**src/sv/mwm_pkg.sv**
```systemverilog
// Mecanum wheel mixer package: widths, queue depths, wheel indexes and the
// structs passed between the front, the command queue and the back.
// No dependencies.
package mwm_pkg;

   localparam int IN_W        = 9;
   localparam int SUM_W       = 11;
   localparam int MAG_W       = 10;
   localparam int DUTY_W      = 8;
   localparam int REM_W       = 18;
   localparam int WHEELS      = 4;
   localparam int DIV_STEPS   = 8;
   localparam int DIV_STAGES  = DIV_STEPS + 1;
   localparam int WHEEL_LIMIT = 255;

   localparam int WHEEL_FL = 0;
   localparam int WHEEL_FR = 1;
   localparam int WHEEL_RL = 2;
   localparam int WHEEL_RR = 3;

   localparam int CMD_DEPTH  = 4;
   localparam int CMD_PTR_W  = 2;
   localparam int CMD_CNT_W  = 3;

   localparam int OUT_DEPTH  = 16;
   localparam int OUT_PTR_W  = 4;
   localparam int OUT_CNT_W  = 5;

   typedef struct packed {
      logic                               scale;
      logic [WHEELS-1:0]                  neg;
      logic [WHEELS-1:0][MAG_W-1:0]       mag;
      logic [MAG_W-1:0]                   top;
   } cmd_type;

   typedef struct packed {
      logic [WHEELS-1:0]                  dir;
      logic [WHEELS-1:0][DUTY_W-1:0]      duty;
   } rsp_type;

   typedef struct packed {
      logic [OUT_CNT_W-1:0]               occ;
      logic [OUT_CNT_W-1:0]               out_count;
   } bk_status_type;

endpackage

```
**src/sv/mwm_front.sv**
```systemverilog
// Mecanum wheel mixer front: accepts drive requests, forms the four wheel
// sums and their magnitudes, finds the largest and classifies scaling.
// Depends on mwm_pkg.
module mwm_front (
   input  logic                               clock,
   input  logic                               reset,
   input  logic                               req_push,
   output logic                               req_full,
   input  logic signed [mwm_pkg::IN_W-1:0]    req_strafe,
   input  logic signed [mwm_pkg::IN_W-1:0]    req_forward,
   input  logic signed [mwm_pkg::IN_W-1:0]    req_turn,
   input  logic [mwm_pkg::CMD_CNT_W-1:0]      cmd_count,
   output logic                               cmd_push,
   output mwm_pkg::cmd_type                   cmd_data
);

   logic signed [mwm_pkg::SUM_W-1:0]                 x;
   logic signed [mwm_pkg::SUM_W-1:0]                 y;
   logic signed [mwm_pkg::SUM_W-1:0]                 r;
   logic signed [mwm_pkg::SUM_W-1:0]                 sum [mwm_pkg::WHEELS];
   logic signed [mwm_pkg::SUM_W-1:0]                 abs_val [mwm_pkg::WHEELS];
   logic [mwm_pkg::WHEELS-1:0]                       neg_in;
   logic [mwm_pkg::WHEELS-1:0][mwm_pkg::MAG_W-1:0]   mag_in;
   logic [mwm_pkg::WHEELS-1:0]                       neg_ff;
   logic [mwm_pkg::WHEELS-1:0][mwm_pkg::MAG_W-1:0]   mag_ff;
   logic                                             s1_valid_ff;
   logic                                             accept;
   logic [mwm_pkg::MAG_W-1:0]                        top01;
   logic [mwm_pkg::MAG_W-1:0]                        top23;
   logic [mwm_pkg::MAG_W-1:0]                        top;

   assign req_full = (mwm_pkg::CMD_CNT_W'(s1_valid_ff) + cmd_count)
                     >= mwm_pkg::CMD_CNT_W'(mwm_pkg::CMD_DEPTH);
   assign accept   = req_push && !req_full;

   always_comb begin
      x = mwm_pkg::SUM_W'(req_strafe);
      y = mwm_pkg::SUM_W'(req_forward);
      r = mwm_pkg::SUM_W'(req_turn);
      sum[mwm_pkg::WHEEL_FL] = y + x + r;
      sum[mwm_pkg::WHEEL_FR] = y - x - r;
      sum[mwm_pkg::WHEEL_RL] = y - x + r;
      sum[mwm_pkg::WHEEL_RR] = y + x - r;
      for (int i = 0; i < mwm_pkg::WHEELS; i++) begin
         neg_in[i]  = sum[i][mwm_pkg::SUM_W-1];
         abs_val[i] = neg_in[i] ? -sum[i] : sum[i];
         mag_in[i]  = abs_val[i][mwm_pkg::MAG_W-1:0];
      end
   end

   always_ff @(posedge clock) begin
      if (reset) begin
         s1_valid_ff <= 1'b0;
      end else begin
         s1_valid_ff <= accept;
      end
   end

   always_ff @(posedge clock) begin
      if (accept) begin
         neg_ff <= neg_in;
         mag_ff <= mag_in;
      end
   end

   always_comb begin
      top01 = (mag_ff[0] > mag_ff[1]) ? mag_ff[0] : mag_ff[1];
      top23 = (mag_ff[2] > mag_ff[3]) ? mag_ff[2] : mag_ff[3];
      top   = (top01 > top23) ? top01 : top23;
   end

   assign cmd_push       = s1_valid_ff;
   assign cmd_data.scale = top > mwm_pkg::MAG_W'(mwm_pkg::WHEEL_LIMIT);
   assign cmd_data.neg   = neg_ff;
   assign cmd_data.mag   = mag_ff;
   assign cmd_data.top   = top;

endmodule

```
**src/sv/mwm_cmd_queue.sv**
```systemverilog
// Mecanum wheel mixer command queue between front and back.
// Depends on mwm_pkg.
module mwm_cmd_queue (
   input  logic                               clock,
   input  logic                               reset,
   input  logic                               push,
   input  mwm_pkg::cmd_type                   push_data,
   input  logic                               pop,
   output mwm_pkg::cmd_type                   pop_data,
   output logic                               empty,
   output logic [mwm_pkg::CMD_CNT_W-1:0]      count
);

   mwm_pkg::cmd_type                   mem_ff [mwm_pkg::CMD_DEPTH];
   logic [mwm_pkg::CMD_PTR_W-1:0]      wr_ptr_ff;
   logic [mwm_pkg::CMD_PTR_W-1:0]      rd_ptr_ff;
   logic [mwm_pkg::CMD_CNT_W-1:0]      count_ff;
   logic [mwm_pkg::CMD_CNT_W-1:0]      count_in;

   always_comb begin
      case ({push, pop})
         2'b10:   count_in = count_ff + mwm_pkg::CMD_CNT_W'(1);
         2'b01:   count_in = count_ff - mwm_pkg::CMD_CNT_W'(1);
         default: count_in = count_ff;
      endcase
   end

   always_ff @(posedge clock) begin
      if (reset) begin
         wr_ptr_ff <= '0;
         rd_ptr_ff <= '0;
         count_ff  <= '0;
      end else begin
         if (push) begin
            wr_ptr_ff <= wr_ptr_ff + mwm_pkg::CMD_PTR_W'(1);
         end
         if (pop) begin
            rd_ptr_ff <= rd_ptr_ff + mwm_pkg::CMD_PTR_W'(1);
         end
         count_ff <= count_in;
      end
   end

   always_ff @(posedge clock) begin
      if (push) begin
         mem_ff[wr_ptr_ff] <= push_data;
      end
   end

   assign pop_data = mem_ff[rd_ptr_ff];
   assign empty    = count_ff == '0;
   assign count    = count_ff;

endmodule

```
**src/sv/mwm_back.sv**
```systemverilog
// Mecanum wheel mixer back: pipelined restoring divider scaling the four
// wheels, direction/duty encoding and the result queue with credit control.
// Depends on mwm_pkg.
module mwm_back (
   input  logic                               clock,
   input  logic                               reset,
   input  mwm_pkg::cmd_type                   cmd_data,
   input  logic                               cmd_empty,
   output logic                               cmd_pop,
   input  logic                               rsp_pop,
   output logic                               rsp_empty,
   output mwm_pkg::rsp_type                   rsp_data,
   output mwm_pkg::bk_status_type             status
);

   logic                               launch;
   logic                               out_pop;
   logic                               out_push;
   logic [mwm_pkg::DIV_STEPS:0]        valid_ff;

   logic [mwm_pkg::REM_W-1:0]   rem_ff   [mwm_pkg::DIV_STAGES][mwm_pkg::WHEELS];
   logic [mwm_pkg::REM_W-1:0]   rem_in   [mwm_pkg::DIV_STAGES][mwm_pkg::WHEELS];
   logic [mwm_pkg::DUTY_W-1:0]  quo_ff   [mwm_pkg::DIV_STAGES][mwm_pkg::WHEELS];
   logic [mwm_pkg::DUTY_W-1:0]  quo_in   [mwm_pkg::DIV_STAGES][mwm_pkg::WHEELS];
   logic [mwm_pkg::DUTY_W-1:0]  small_ff [mwm_pkg::DIV_STAGES][mwm_pkg::WHEELS];
   logic [mwm_pkg::DUTY_W-1:0]  small_in [mwm_pkg::DIV_STAGES][mwm_pkg::WHEELS];
   logic [mwm_pkg::MAG_W-1:0]   div_ff   [mwm_pkg::DIV_STAGES];
   logic [mwm_pkg::MAG_W-1:0]   div_in   [mwm_pkg::DIV_STAGES];
   logic [mwm_pkg::WHEELS-1:0]  neg_ff   [mwm_pkg::DIV_STAGES];
   logic [mwm_pkg::WHEELS-1:0]  neg_in   [mwm_pkg::DIV_STAGES];
   logic                        scale_ff [mwm_pkg::DIV_STAGES];
   logic                        scale_in [mwm_pkg::DIV_STAGES];

   mwm_pkg::rsp_type                                  out_entry;
   mwm_pkg::rsp_type                                  out_mem_ff [mwm_pkg::OUT_DEPTH];
   logic [mwm_pkg::OUT_PTR_W-1:0]                     out_wr_ff;
   logic [mwm_pkg::OUT_PTR_W-1:0]                     out_rd_ff;
   logic [mwm_pkg::OUT_CNT_W-1:0]                     out_count_ff;
   logic [mwm_pkg::OUT_CNT_W-1:0]                     out_count_in;
   logic [mwm_pkg::OUT_CNT_W-1:0]                     occ_ff;
   logic [mwm_pkg::OUT_CNT_W-1:0]                     occ_in;

   assign launch   = !cmd_empty && (occ_ff < mwm_pkg::OUT_CNT_W'(mwm_pkg::OUT_DEPTH));
   assign cmd_pop  = launch;
   assign out_push = valid_ff[mwm_pkg::DIV_STEPS];
   assign out_pop  = rsp_pop && !rsp_empty;

   always_comb begin
      logic [mwm_pkg::REM_W:0]   trial;
      logic [mwm_pkg::REM_W-1:0] dsh;
      trial = '0;
      dsh   = '0;
      div_in[0]   = cmd_data.top;
      neg_in[0]   = cmd_data.neg;
      scale_in[0] = cmd_data.scale;
      for (int w = 0; w < mwm_pkg::WHEELS; w++) begin
         rem_in[0][w]   = {cmd_data.mag[w], mwm_pkg::DUTY_W'(0)}
                          - mwm_pkg::REM_W'(cmd_data.mag[w]);
         quo_in[0][w]   = '0;
         small_in[0][w] = cmd_data.mag[w][mwm_pkg::DUTY_W-1:0];
      end
      for (int k = 1; k < mwm_pkg::DIV_STAGES; k++) begin
         div_in[k]   = div_ff[k-1];
         neg_in[k]   = neg_ff[k-1];
         scale_in[k] = scale_ff[k-1];
         for (int w = 0; w < mwm_pkg::WHEELS; w++) begin
            small_in[k][w] = small_ff[k-1][w];
            dsh   = mwm_pkg::REM_W'(div_ff[k-1]) << (mwm_pkg::DIV_STEPS - k);
            trial = {1'b0, rem_ff[k-1][w]} - {1'b0, dsh};
            if (!trial[mwm_pkg::REM_W]) begin
               rem_in[k][w] = trial[mwm_pkg::REM_W-1:0];
               quo_in[k][w] = quo_ff[k-1][w]
                              | (mwm_pkg::DUTY_W'(1) << (mwm_pkg::DIV_STEPS - k));
            end else begin
               rem_in[k][w] = rem_ff[k-1][w];
               quo_in[k][w] = quo_ff[k-1][w];
            end
         end
      end
   end

   always_ff @(posedge clock) begin
      if (reset) begin
         valid_ff <= '0;
      end else begin
         valid_ff <= {valid_ff[mwm_pkg::DIV_STEPS-1:0], launch};
      end
   end

   always_ff @(posedge clock) begin
      for (int k = 0; k < mwm_pkg::DIV_STAGES; k++) begin
         div_ff[k]   <= div_in[k];
         neg_ff[k]   <= neg_in[k];
         scale_ff[k] <= scale_in[k];
         for (int w = 0; w < mwm_pkg::WHEELS; w++) begin
            rem_ff[k][w]   <= rem_in[k][w];
            quo_ff[k][w]   <= quo_in[k][w];
            small_ff[k][w] <= small_in[k][w];
         end
      end
   end

   always_comb begin
      logic [mwm_pkg::DUTY_W-1:0] m;
      logic                       rev;
      m   = '0;
      rev = 1'b0;
      for (int w = 0; w < mwm_pkg::WHEELS; w++) begin
         m   = scale_ff[mwm_pkg::DIV_STEPS] ? quo_ff[mwm_pkg::DIV_STEPS][w]
                                            : small_ff[mwm_pkg::DIV_STEPS][w];
         rev = neg_ff[mwm_pkg::DIV_STEPS][w] && (m != '0);
         out_entry.dir[w]  = !rev;
         out_entry.duty[w] = rev ? m : ~m;
      end
   end

   always_comb begin
      case ({out_push, out_pop})
         2'b10:   out_count_in = out_count_ff + mwm_pkg::OUT_CNT_W'(1);
         2'b01:   out_count_in = out_count_ff - mwm_pkg::OUT_CNT_W'(1);
         default: out_count_in = out_count_ff;
      endcase
      case ({launch, out_pop})
         2'b10:   occ_in = occ_ff + mwm_pkg::OUT_CNT_W'(1);
         2'b01:   occ_in = occ_ff - mwm_pkg::OUT_CNT_W'(1);
         default: occ_in = occ_ff;
      endcase
   end

   always_ff @(posedge clock) begin
      if (reset) begin
         out_wr_ff    <= '0;
         out_rd_ff    <= '0;
         out_count_ff <= '0;
         occ_ff       <= '0;
      end else begin
         if (out_push) begin
            out_wr_ff <= out_wr_ff + mwm_pkg::OUT_PTR_W'(1);
         end
         if (out_pop) begin
            out_rd_ff <= out_rd_ff + mwm_pkg::OUT_PTR_W'(1);
         end
         out_count_ff <= out_count_in;
         occ_ff       <= occ_in;
      end
   end

   always_ff @(posedge clock) begin
      if (out_push) begin
         out_mem_ff[out_wr_ff] <= out_entry;
      end
   end

   assign rsp_empty        = out_count_ff == '0;
   assign rsp_data         = out_mem_ff[out_rd_ff];
   assign status.occ       = occ_ff;
   assign status.out_count = out_count_ff;

endmodule

```
**src/sv/mecanum_wheel_mixer_core.sv**
```systemverilog
// Mecanum wheel mixer top level: front, command queue and back.
// Depends on mwm_pkg, mwm_front, mwm_cmd_queue and mwm_back.
//
// Usage:
//   Requests enter through a queue-style port: a request (strafe, forward,
//   turn) is taken at a rising edge where req_push is high and req_full low.
//   Results leave through a queue-style port: the oldest result sits on the
//   rsp_ ports while rsp_empty is low and is taken at an edge where rsp_pop
//   is high and rsp_empty low. One result per request, in request order.
//   The path from request to rsp_empty falling runs through one sum/max
//   stage, one command queue slot, a launch stage and eight quotient-bit
//   stages of the scaling divider.
//   Throughput: one request per cycle while result credit is free, set by
//   the fully pipelined divider with one quotient bit per stage.
//   A 16-entry result queue is shared by credit with the divider pipeline:
//   when the receiver stalls, the pipeline stops launching, the 4-entry
//   command queue fills and req_full rises. Nothing is dropped.
//   Reset (synchronous, active high) empties both queues and the pipeline;
//   the block holds no other state.
module mecanum_wheel_mixer_core (
   input  logic                               clock,
   input  logic                               reset,
   input  logic                               req_push,
   output logic                               req_full,
   input  logic signed [mwm_pkg::IN_W-1:0]    req_strafe,
   input  logic signed [mwm_pkg::IN_W-1:0]    req_forward,
   input  logic signed [mwm_pkg::IN_W-1:0]    req_turn,
   output logic                               rsp_empty,
   input  logic                               rsp_pop,
   output logic                               rsp_fl_dir,
   output logic [mwm_pkg::DUTY_W-1:0]         rsp_fl_duty,
   output logic                               rsp_fr_dir,
   output logic [mwm_pkg::DUTY_W-1:0]         rsp_fr_duty,
   output logic                               rsp_rl_dir,
   output logic [mwm_pkg::DUTY_W-1:0]         rsp_rl_duty,
   output logic                               rsp_rr_dir,
   output logic [mwm_pkg::DUTY_W-1:0]         rsp_rr_duty
);

   logic                               cmd_push;
   logic                               cmd_pop;
   logic                               cmd_empty;
   logic [mwm_pkg::CMD_CNT_W-1:0]      cmd_count;
   mwm_pkg::cmd_type                   cmd_wr_data;
   mwm_pkg::cmd_type                   cmd_rd_data;
   mwm_pkg::rsp_type                   rsp_data;
   mwm_pkg::bk_status_type             bk_status;

   mwm_front u_front (
      .clock       (clock),
      .reset       (reset),
      .req_push    (req_push),
      .req_full    (req_full),
      .req_strafe  (req_strafe),
      .req_forward (req_forward),
      .req_turn    (req_turn),
      .cmd_count   (cmd_count),
      .cmd_push    (cmd_push),
      .cmd_data    (cmd_wr_data)
   );

   mwm_cmd_queue u_cmd_queue (
      .clock     (clock),
      .reset     (reset),
      .push      (cmd_push),
      .push_data (cmd_wr_data),
      .pop       (cmd_pop),
      .pop_data  (cmd_rd_data),
      .empty     (cmd_empty),
      .count     (cmd_count)
   );

   mwm_back u_back (
      .clock     (clock),
      .reset     (reset),
      .cmd_data  (cmd_rd_data),
      .cmd_empty (cmd_empty),
      .cmd_pop   (cmd_pop),
      .rsp_pop   (rsp_pop),
      .rsp_empty (rsp_empty),
      .rsp_data  (rsp_data),
      .status    (bk_status)
   );

   assign rsp_fl_dir  = rsp_data.dir[mwm_pkg::WHEEL_FL];
   assign rsp_fl_duty = rsp_data.duty[mwm_pkg::WHEEL_FL];
   assign rsp_fr_dir  = rsp_data.dir[mwm_pkg::WHEEL_FR];
   assign rsp_fr_duty = rsp_data.duty[mwm_pkg::WHEEL_FR];
   assign rsp_rl_dir  = rsp_data.dir[mwm_pkg::WHEEL_RL];
   assign rsp_rl_duty = rsp_data.duty[mwm_pkg::WHEEL_RL];
   assign rsp_rr_dir  = rsp_data.dir[mwm_pkg::WHEEL_RR];
   assign rsp_rr_duty = rsp_data.duty[mwm_pkg::WHEEL_RR];

   a_cmd_no_overflow: assert property (@(posedge clock) disable iff (reset)
      cmd_push |-> (cmd_count < mwm_pkg::CMD_CNT_W'(mwm_pkg::CMD_DEPTH)))
      else $error("command queue written while full");

   a_credit_covers_queue: assert property (@(posedge clock) disable iff (reset)
      bk_status.occ >= bk_status.out_count)
      else $error("result credit below result queue fill");

   a_reset_empties: assert property (@(posedge clock)
      reset |=> (rsp_empty && !cmd_pop))
      else $error("results present after reset");

endmodule

```
**config.mk**
```make
export PLATFORM = sky130hd
export DESIGN_NAME = mecanum_wheel_mixer_core
export DESIGN_NICKNAME = d
export VERILOG_FILES = /design/src/sv/mwm_pkg.sv /design/src/sv/mwm_front.sv /design/src/sv/mwm_cmd_queue.sv /design/src/sv/mwm_back.sv /design/src/sv/mecanum_wheel_mixer_core.sv
export SDC_FILE = /design/constraint.sdc
export NUM_CORES = 2
export LEC_CHECK = 0
export ABC_AREA = 1
export BUFFER_PORTS_ARGS = -buffer_cell sky130_fd_sc_hd__clkbuf_2
export CORE_ASPECT_RATIO = 0.75
export CORE_MARGIN = 1.5
export CORE_UTILIZATION = 45
export DETAILED_ROUTE_END_ITERATION = 12
export PLACE_DENSITY = 0.57
export SYNTH_ARGS = -nofsm -noshare
export SYNTH_HDL_FRONTEND = slang
export SYNTH_SLANG_ARGS = --single-unit
export TNS_END_PERCENT = 5
```
**constraint.sdc**
```tcl
create_clock -name clock -period 3.9 [get_ports clock]
set_input_delay 0.195 -clock clock [delete_from_list [all_inputs] [get_ports clock]]
set_output_delay 0.195 -clock clock [all_outputs]
set_load 0.03 [all_outputs]
```
Word-level counts from Yosys, hierarchy flattened
Memory sizes are Yosys's and may differ from the RTL's. A register that Yosys moved wholly into a read port is not among the register bits.
Cells that the tools add are included.
{ "totals": {"regBits": 79, "mem_bits_rw": 2155, "in_bits": 31, "n_memories": 8, "elab_cells": 208, "out_inout_bits": 38} }
{ "memory_table": {"columns": ["memory", "words", "width", "rd", "rd_ports_with_merged_regs", "write_ports", "line_no", "text"], "rows": [
  ["u_back.rem_ff", 9, 72, 8, 0, 9, "mwm_back.sv:21", "logic [mwm_pkg::REM_W-1:0] rem_ff [mwm_pkg::DIV_STAGES][mwm_pkg::WHEELS];"],
  ["u_back.out_mem_ff", 16, 36, 1, 1, 1, "mwm_back.sv:35", "mwm_pkg::rsp_type out_mem_ff [mwm_pkg::OUT_DEPTH];"],
  ["u_back.quo_ff", 9, 32, 9, 0, 9, "mwm_back.sv:23", "logic [mwm_pkg::DUTY_W-1:0] quo_ff [mwm_pkg::DIV_STAGES][mwm_pkg::WHEELS];"],
  ["u_back.small_ff", 9, 32, 9, 0, 9, "mwm_back.sv:25", "logic [mwm_pkg::DUTY_W-1:0] small_ff [mwm_pkg::DIV_STAGES][mwm_pkg::WHEELS];"],
  ["u_cmd_queue.mem_ff", 4, 55, 1, 1, 1, "mwm_cmd_queue.sv:14", "mwm_pkg::cmd_type mem_ff [mwm_pkg::CMD_DEPTH];"],
  ["u_back.div_ff", 9, 10, 8, 0, 9, "mwm_back.sv:27", "logic [mwm_pkg::MAG_W-1:0] div_ff [mwm_pkg::DIV_STAGES];"],
  ["2 more memories", null, null, null, null, null, null, null]
]} }
{ "classes": {"add_sub_neg": 57, "n_mux": 90, "order_cmp": 6, "reduce_logical": 23, "bitwise": 4, "n_eq_ne": 6} }
{ "ops": {"columns": ["cell", "n"], "rows": [
  ["two-way mux 18 bit", 32],
  ["two-way mux 8 bit", 12],
  ["subtractor 18 x 10 -> 19 bit", 4],
  ["subtractor 18 x 11 -> 19 bit", 4],
  ["subtractor 18 x 12 -> 19 bit", 4],
  ["subtractor 18 x 13 -> 19 bit", 4],
  ["subtractor 18 x 14 -> 19 bit", 4],
  ["subtractor 18 x 15 -> 19 bit", 4],
  ["subtractor 18 x 16 -> 19 bit", 4],
  ["subtractor 18 x 17 -> 19 bit", 4],
  ["subtractor 18 x 10 -> 18 bit", 4],
  ["two-way mux 10 bit", 7],
  ["negator 10 bit", 4],
  ["NOT 8 bit", 4],
  ["nonzero test 8 bit", 4],
  ["greater-than comparator 10 bit", 3],
  ["two-way mux 7 bit", 4],
  ["two-way mux 4 bit", 6],
  ["two-way mux 6 bit", 4],
  ["adder 10 x 9 -> 11 bit", 2],
  ["subtractor 10 x 9 -> 11 bit", 2],
  ["two-way mux 5 bit", 4],
  ["case mux 5 bit (2 select lines)", 2],
  ["two-way mux 2 bit", 6],
  ["other kinds (22)", 54]
]} }

Longest topological paths before layout
{ "depth": {"depth_word": 5, "mapped_depth": 25, "mapped_depth_nobuf": 25} }

Cells and area by module
From an unflattened synthesis, not the netlist that was laid out.
{ "hier_totals": {"cells_unflattened": 10007, "area_unflattened_um2": 88446.1} }
{ "modules_own_cells": {"columns": ["mod", "n_inst", "cells_per_inst", "area_per_inst_um2", "seq_area_each_um2"], "rows": [
  ["mwm_back", 1, 8461, 73499.2, 39958.3],
  ["mwm_cmd_queue", 1, 589, 8594.5, 6786.5],
  ["mwm_front", 1, 957, 6352.3, 1311.3]
]} }

Worst setup path before layout
No wires, ideal clock.
{ "synth_path": {"path_kind": "register to register", "start": "reg u_front.mag_ff (netlist bit u_front.cmd_data[17])", "end": "mem u_cmd_queue.mem_ff[0][1] (netlist name) (data pin)", "path_buffers": 2, "path_stages_with_launch": 19, "path_slack_ns": 0.566, "setup_ns": 0.291, "required_ns": 3.609, "arrival_time_ns": 3.043, "period_less_slack_ns": 3.334, "cell_sequence": "edfxtp_1 > ha_1 > a21oi_1 > nor2_1 > nor3_1 > nand3_1 > nand2_1 > buf_2 > a21oi_1 > ha_1 > nand2_1 > nor2_1 > nand4_1 > o21bai_1 > nand3_1 > nand2_1 > inv_1 > clkbuf_1 > o21ai_0"} }
{ "synth_rtl": {"columns": ["item", "line_no", "text"], "rows": [
  ["start, declared", "mwm_front.sv:25", "logic [mwm_pkg::WHEELS-1:0][mwm_pkg::MAG_W-1:0] mag_ff;"],
  ["start signal, assigned", "mwm_front.sv:62", "mag_ff <= mag_in;"],
  ["end, declared", "mwm_cmd_queue.sv:14", null]
]} }

==> metrics.txt <==
vias in the first global route 53000; post-route cell area 0.0930 mm^2; DR DRC count 0; final setup fails 0; drt total wl roughly 210000 um; share of layout cells above drive strength 1 8.01%; final layout net count 8884; Area Growth Syn to Fin 12.7%; TritonCTS Buffers approximately 190; vias per cell between 5 and 6; Post-synth top flop dfxtp_1; Syn. warnings 0; number of port buffers 68; Synth cell types 61; Clock Latency Late Sink 0.82 ns; CTS Buffer Depth 3; Worst-path clk slew 0.06 ns; EDFF count, synth 835; drt pass-1 iters 6; cells after synthesis 8158; all-layer global routing usage 22.6%; initial core utilization 45.5%; Final min period 3.61 ns; Netlist Area Pre-Place roughly 0.083 mm^2; post-route antenna net violation count 0; crit-path most repeated cell nand2_1; CTS tree yes; Overflow after GRT 0; Slew Limit Fails 0; Hold Vio Cnt, Final 0; Crit path max-delay family simple AND/OR/NAND/NOR gates; flop and latch count out of synthesis about 2000; IO Pins 69; sequence of cells on the critical path inv_1 -> ha_1 -> nand2_1 -> nor2_1 -> o211ai_1 -> nand3_1 -> nand2_1 -> buf_4 -> nand2_1 -> o21ai_0 -> ha_1 -> nand2_1 -> nor2_2 -> nand4_1 -> o21bai_1 -> nand3_1 -> nand2_2 -> buf_4 -> o21ai_1 -> buf_4 -> nand2_1; CTS H-Tree Depth 4; dpl cell area 0.0865 mm^2; drt initial violations around 4700; Worst EP arrival about 4.2 ns; status finished, final reports clean; CP Capture Type flip-flop; Req. time, crit path roughly 4.5 ns; Die Wd 497 um; DR WL/cell 19.6 um; syn_area_per_cell 10.1 um^2; Reg area 0.0478 mm^2; Worst Max-Slew Pin Slew approximately 1.3 ns; first-pass GRT wire length ~320000 um; Die ar. 0.186 mm^2; min-delay worst type in2reg; multi-input logic area 0.0305 mm^2; Post-Route Skew 0.0412 ns; fillcell total 16200; gpl congestion 0.887; CP Launch Type flip-flop; Largest stage delay, worst path 0.46 ns; pin count of the biggest net entering global routing 121; chip height around 370 um; Max Cap Viol 0; hpwl dp 154000 um; Rows between 100 and 150; Synth async-reset ratio 0%; Root Buffer Master clkbuf_16; Worst slew margin a little under an eighth; slowest CP cell edfxtp_1; Tcrit/Tclk final 92.6%; via count between 50000 and 60000; Net Count, Synth 8664; register area share after synthesis 57.9%; Crit Path Class reg2reg; Placed Instances 10600; clk sinks 1968; initial antenna violation count 20; Fmax achieved between 0.2 and 0.3 GHz; Worst Path Max Fanout 20; WP buf/inv 4; fin cells 10900; core area around 0.18 mm^2; setup TNS 0 ns
==> stage by stage <==
step,utilization [%],setup WS (ns),hold WS (ns)
3_3_place_gp,47.7,0.160,0.310
3_5_place_dp,47.7,0.180,0.312
2_1_floorplan,-,0.566,0.310
4_1_cts,51.3,0.160,0.123
6_report,51.3,0.287,0.163
5_1_grt,51.3,-0.00783,0.175
==> timing repair <==
item | 4_1_cts | 5_1_grt
endpoints found under the hold margin | 41 | 0
setup endpoints to repair | 0 | 40
hold buffers | 5 | 0
setup buffers | 0 | 2
resized for setup | 0 | 17
==> cell families after synthesis <==
kind of cell    after synthesis  share of synthesized area, %
buf+inv                    1121                          5.32
fa+ha+maj                   475                          7.54
compound gates             1582                          10.6
xor+xnor                    351                          3.73
mux                         172                          2.10
flops                      1968                          57.9
simple gates               2489                          12.8
==> routing by layer <==
metal / track usage [%] / up-vias / part of all wire [%]
li1: - / 28200 / -
met1: 34.9 / 26900 / 51
met2: 32.6 / 1511 / 41
met3: 4.06 / 283 / 6.1
met4: 5.51 / 6 / 2.1
met5: 0 / - / 0.021
==> worst register-to-register path: cells and delay by family (launching register included) <==
| kind | cells | cell delay (ns) |
|---|---|---|
| flops | 1 | 0.46 |
| fa+ha+maj | 2 | 0.61 |
| compound gates | 4 | 0.62 |
| simple gates | 11 | 1.09 |
| buf+inv | 4 | 0.62 |
==> path summary, 6_finish.rpt <==
kind	startpoint	slack [ns]	cells after the start	end
hold / removal	req_turn[1]	0.16	3	u_front.cmd_data[21]
setup / recovery	u_front.cmd_data[44]	0.29	21	u_cmd_queue.mem_ff[3][54]
hold reg to reg	u_back.quo_ff[1][15]	0.31	0	u_back.quo_ff[2][15]
setup reg to reg	u_front.cmd_data[44]	0.29	21	u_cmd_queue.mem_ff[3][54]
==> cell usage after synthesis (5+ instances only) <==
cell	number	area, um^2
clkbuf_1	110	413
a21oi_1	603	3020
o21ai_2	5	43.8
o21bai_1	15	113
buf_2	70	350
a21boi_0	11	82.6
nor2_2	11	68.8
xor2_1	194	1700
o21a_1	6	45.0
inv_1	891	3340
a211oi_1	12	90.1
nand3_1	342	1710
nor4_1	28	175
nor2_1	483	1810
nand3b_1	47	353
dfxtp_1	1133	22700
a31oi_1	31	194
buf_1	10	37.5
xnor2_1	157	1380
o21ai_0	599	3000
fa_1	37	741
nand4_1	89	557
nor3_1	67	335
ha_1	438	5480
edfxtp_1	835	25100
mux2i_1	162	1620
o211ai_1	161	1210
nand2_1	1359	5100
o22ai_1	16	100
o31ai_1	5	37.5
o21ai_1	31	155
or2_2	25	156
buf_4	17	128
mux2_2	10	113
o2111ai_1	10	87.6
inv_2	15	56.3
nand2_2	23	144
a21o_1	56	420
==> final cells by class <==
class	count	area share (%)
Antenna cell	2	0.00538
Clock buffer	257	5.66
Clock inverter	91	1.30
Inverter	909	3.68
Multi-Input combinational cell	5069	32.8
Sequential cell	1968	51.4
Tap cell	2397	3.22
Timing Repair Buffer	244	1.96
Timing Repair inverter	1	0.00807
==> placed cells by master, fill, tap and decap left out, types with 162 or more instances in the layout <==
cell / Yosys / routed
nand2_1: 1359 / 1357
dfxtp_1: 1133 / 1126
inv_1: 891 / 886
edfxtp_1: 835 / 835
a21oi_1: 603 / 602
o21ai_0: 599 / 587
nor2_1: 483 / 464
ha_1: 438 / 438
nand3_1: 342 / 342
xor2_1: 194 / 194
clkbuf_16: 0 / 187
mux2i_1: 162 / 162
==> state kept, by name, indices dropped and copies added (netlist names), named ones only <==
register	flops
u_back.div_ff	80
u_back.neg_ff	36
u_back.occ_ff	5
u_back.out_count_ff	5
u_back.out_mem_ff	576
u_back.out_rd_ff	4
u_back.out_wr_ff	4
u_back.quo_ff	144
u_back.rem_ff	568
u_back.scale_ff	9
u_back.small_ff	255
u_back.valid_ff	9
u_cmd_queue.count	3
u_cmd_queue.mem_ff	216
u_cmd_queue.rd_ptr_ff	2
u_cmd_queue.wr_ptr_ff	2
u_front.cmd_data	39
u_front.cmd_push	1
u_front.neg_ff	4
Power is left out: the tool's default activity adds up to more than one toggle a clock period on the data nets, which glitch-free logic cannot reach.
